`src/design/resource_semaphore_wait_signal_defines.svh`:
```
// Assertion macros used by the semaphore unit.
`ifndef RESOURCE_SEMAPHORE_WAIT_SIGNAL_DEFINES_SVH
`define RESOURCE_SEMAPHORE_WAIT_SIGNAL_DEFINES_SVH

// Property must hold at every clock edge outside reset.
`define RSW_ASSERT(lbl, prop, msg) \
   lbl: assert property (@(posedge clock) disable iff (reset) (prop)) \
      else $error(msg);

// Condition must never be seen at a clock edge outside reset.
`define RSW_ASSERT_NEVER(lbl, cond, msg) \
   lbl: assert property (@(posedge clock) disable iff (reset) !(cond)) \
      else $error(msg);

`endif

```
`src/design/rsw_ram.sv`:
```
module rsw_ram #(
   parameter int WIDTH = 8,
   parameter int DEPTH = 256
) (
   input  logic                     clock,
   input  logic                     wr_en,
   input  logic [$clog2(DEPTH)-1:0] wr_addr,
   input  logic [WIDTH-1:0]         wr_data,
   input  logic [$clog2(DEPTH)-1:0] rd_addr,
   output logic [WIDTH-1:0]         rd_data
);

   logic [WIDTH-1:0] mem [DEPTH];

   always_ff @(posedge clock) begin
      if (wr_en) begin
         mem[wr_addr] <= wr_data;
      end
      rd_data <= mem[rd_addr];
   end

endmodule
```
`config.mk`:
```
export PLATFORM = sky130hd
export DESIGN_NAME = rsw_ram
export DESIGN_NICKNAME = d
export VERILOG_FILES = /design/src/design/resource_semaphore_wait_signal_defines.svh /design/src/design/rsw_ram.sv
export SDC_FILE = /design/constraint.sdc
export NUM_CORES = 2
export LEC_CHECK = 0
export BUFFER_PORTS_ARGS = -buffer_cell sky130_fd_sc_hd__buf_2
export CORE_MARGIN = 5
export CORE_UTILIZATION = 56
export DETAILED_ROUTE_END_ITERATION = 6
export GPL_TIMING_DRIVEN = 0
export HOLD_SLACK_MARGIN = 0.02
export PLACE_DENSITY_LB_ADDON = 0.2
export SLEW_MARGIN = 20
export SYNTH_ARGS = -nofsm -noshare
export SYNTH_HDL_FRONTEND = slang
export SYNTH_SLANG_ARGS = --single-unit
```
`constraint.sdc`:
```
create_clock -name clock -period 2.45 [get_ports clock]
set_input_delay 0 -clock clock [delete_from_list [all_inputs] [get_ports clock]]
set_output_delay 0 -clock clock [all_outputs]
set_load 0.02 [all_outputs]
```
==> results.cfg <==
[sta]
fin_skew_ns = 0.0333
period_needed_ns = 2.77
slew_headroom = 0.122
tightestPinTransition_ns = 1.31
setup_ws_ns = -0.322
fmax_ghz = 0.361
finalSetupViolations = 530
period_share = 1.13
maxSlewViolCount = 0
rsz0062_at_grt = true
hold_viol_final = 0

[critical_path]
cp.arrival_ns = 3.23
crit_type = primary input to flop
reg2reg_to = rd_data[3]$_DFF_P_
cpMostUsedCell = clkbuf_1
worstSetupStartpointType = primary input
end_kind = flop
crit_fanout = 10
r2r_slack_ns = -0.02
worst_path_max_delay_cell = nor2_1
slowest_delay_ns = 0.83
reg2regPathDepth = 5
required_ns = 2.90
critPathCapture = mem[226][3]$_DFFE_PP_
crit_start = wr_addr[1]
cp_cell_sequence = clkbuf_1, nor2b_1, clkbuf_1, nand3_1, clkbuf_2, nor2_1
r2r_start = mem[143][3]$_DFFE_PP_

[floorplanning]
start_util = 0.563
fp.dieH_um = 387
die_area_um2 = 150000
core_um2 = 141000
io_pins = 34
num_rows = 138
die_x_um = 387

[logic_synthesis]
synthTopCellsByArea = edfxtp_1 (77%), mux4_2 (13%), mux2i_1 (1.7%)
synthesis.nets = 3759
yosysWarnings = 0
synth-simple-area-share = 0.0263
synth_top_cell_area_share = 0.773
synth_adder_area_share = 0
synth_top_flop_cell = edfxtp_1
yosysSeqAreaShare = 0.775
synth.area.mux_share = 0.146
async_reset_ff_frac = 0
avgSynthCellArea_um2 = 21.3
synth_compound_gate_area_share = 0.0342
synth_top_family_by_area = multiplexers
synth_seq_cells = 2056
syn_inst = 3733
synth_top_cell_by_area = edfxtp_1
synth_edf_count = 2048
synth_area_um2 = 79600
synth_xor_area_frac = 0
yosysUniqueCellTypes = 55
synthTopCellsByCount = edfxtp_1 (2048), mux4_2 (454), nor2_1 (282), mux2i_1 (134), a22oi_1 (133)
yosysMostFrequentCell = edfxtp_1

[cts]
clkLatencyLatePin_ns = 0.84
cts_tree = done
clkSlewWorstSetupHoldPaths_ns = 0.06
htreeDepth = 4
ctsLongestPathBuffers = 3
ctsRootBufferMaster = clkbuf_16
clock_sinks = 2056
numCtsBuffers = 200

[placed_design]
io_buffer_count = 26
gp_congestion = 1.02
dp_slack_ns = -2.07
dp.cells = 5677
dp.final_hpwl_um = 158000

[pwr]
total_power_mw = 73.5
ir_drop_mv = 0.769
p_leak_nw = 27.9
powerDensity_nw_per_um2 = 812

[finish]
area.sequential_um2 = 61700
area_growth_pct = 13.8
multi_input_area_um2 = 17400
drive_above_1_share = 0.280
fin_nets = 4031
nFillCells = 9304
final-instance-count-excl-fill = 6073

[global_routing]
antenna_found_initial = 14
grt_pass1_vias = 40600
grt_overflow_total = 0
grt_use_total = 0.313
grt_start_max_net_pins = 123
grt_pass1_wl_um = 323000

[routing]
wirelength_um = 235000
vias_per_cell = 6.94
drt-wirelength-per-cell_um = 38.8
drt_pass1_iterations = 7
vias = 42100
dr.first_iter.drc_count = 7119
drcViolationCount = 2
postRouteAntennaNets = 0

[min_path]
hold_depth = 2
min-delay-path-class = primary input to flop

[outcome]
violations = DRC, setup timing
status = complete, but fails checks

[run]
cap_violations = 0
## metal layers
metal,vias up,part of all wire,track usage
met4,10,0.056,0.150
li1,16300,-,-
met1,22000,0.36,0.432
met5,-,0.00026,0.00128
met2,3236,0.45,0.458
met3,572,0.14,0.104
## worst min-delay path by stage
stage / endpoint / slack, ns / start
after CTS: mem[158][6]$_DFFE_PP_ / 0.02 / wr_addr[3]
after floorplan: mem[0][0]$_DFFE_PP_ / 0.1 / wr_data[0]
after detailed placement: mem[223][2]$_DFFE_PP_ / 0.36 / wr_data[2]
after global routing: mem[223][2]$_DFFE_PP_ / 0.10 / wr_data[2]
final: mem[222][2]$_DFFE_PP_ / 0.1 / wr_data[2]
after global placement: rd_data[7] / 0.42 / rd_data[7]$_DFF_P_
## sequential cells by signal, summed over array words and instances, names as in the netlist
signal,count
rd_data,8
mem,2048
## cell type report
cell class / count / area share
inverters: 2 / 0.0000968
plain buffers: 231 / 0.0174
clock buffers: 257 / 0.0593
diodes: 11 / 0.000304
multi-input cells: 1442 / 0.192
well taps: 1890 / 0.0261
repair buffers: 72 / 0.0118
clock inverters: 112 / 0.0116
flip-flops and latches: 2056 / 0.681
## cell usage in the layout, fill, tap and decap left out, types with 43 or more instances in the layout
| cell | instances |
|---|---|
| clkbuf_1 | 99 |
| clkbuf_16 | 204 |
| nor2_1 | 163 |
| nor2_2 | 115 |
| mux4_2 | 455 |
| buf_2 | 54 |
| edfxtp_1 | 2048 |
| clkbuf_2 | 51 |
| a21oi_1 | 89 |
| a22oi_1 | 131 |
| mux2i_1 | 134 |
| o221ai_1 | 43 |
## what timing repair did
action,in CTS,in global routing
hold buffers,14,0
pin swaps,4,12
resized for setup,134,143
endpoints found under the setup margin,139,864
endpoints found under the hold margin,1924,0
buffers inserted,0,4
## worst max-delay path, delay by kind of cell
| kind | cells | cell delay [ns] |
|---|---|---|
| buffers and inverters | 3 | 1.64 |
| AND/OR/NAND/NOR | 3 | 1.57 |
## power breakdown
group / total [mW] / switching, mW / internal (mW) / leakage [nW]
logic: 4.46 / 3.06 / 1.40 / 6.35
registers: 38.8 / 0.0231 / 38.8 / 18.5
clock network: 30.2 / 13.2 / 17.1 / 3.13
total: 73.5 / 16.3 / 57.2 / 27.9
## per-stage QoR
stage / hold slack [ns] / util / instance area, um^2 / TNS [ns]
6_report: 0.0983 / 0.640 / 90500 / -38.12
5_1_grt: 0.102 / 0.640 / 90500 / -13.46
4_1_cts: 0.0205 / 0.637 / 90100 / -0.889
3_5_place_dp: 0.356 / 0.586 / 82900 / -983.05
3_3_place_gp: 0.421 / 0.580 / 82100 / -4908.66
2_1_floorplan: 0.0989 / - / 79600 / 0
## logic make-up (layout without fill, tap and decap cells)
kind of cell,count (synthesis),after routing
compound gates,385,385
buf+inv,235,674
flops,2056,2056
mux,591,591
other cells,0,11
simple gates,466,466
No activity file was read; power rests on OpenSTA's default activity.
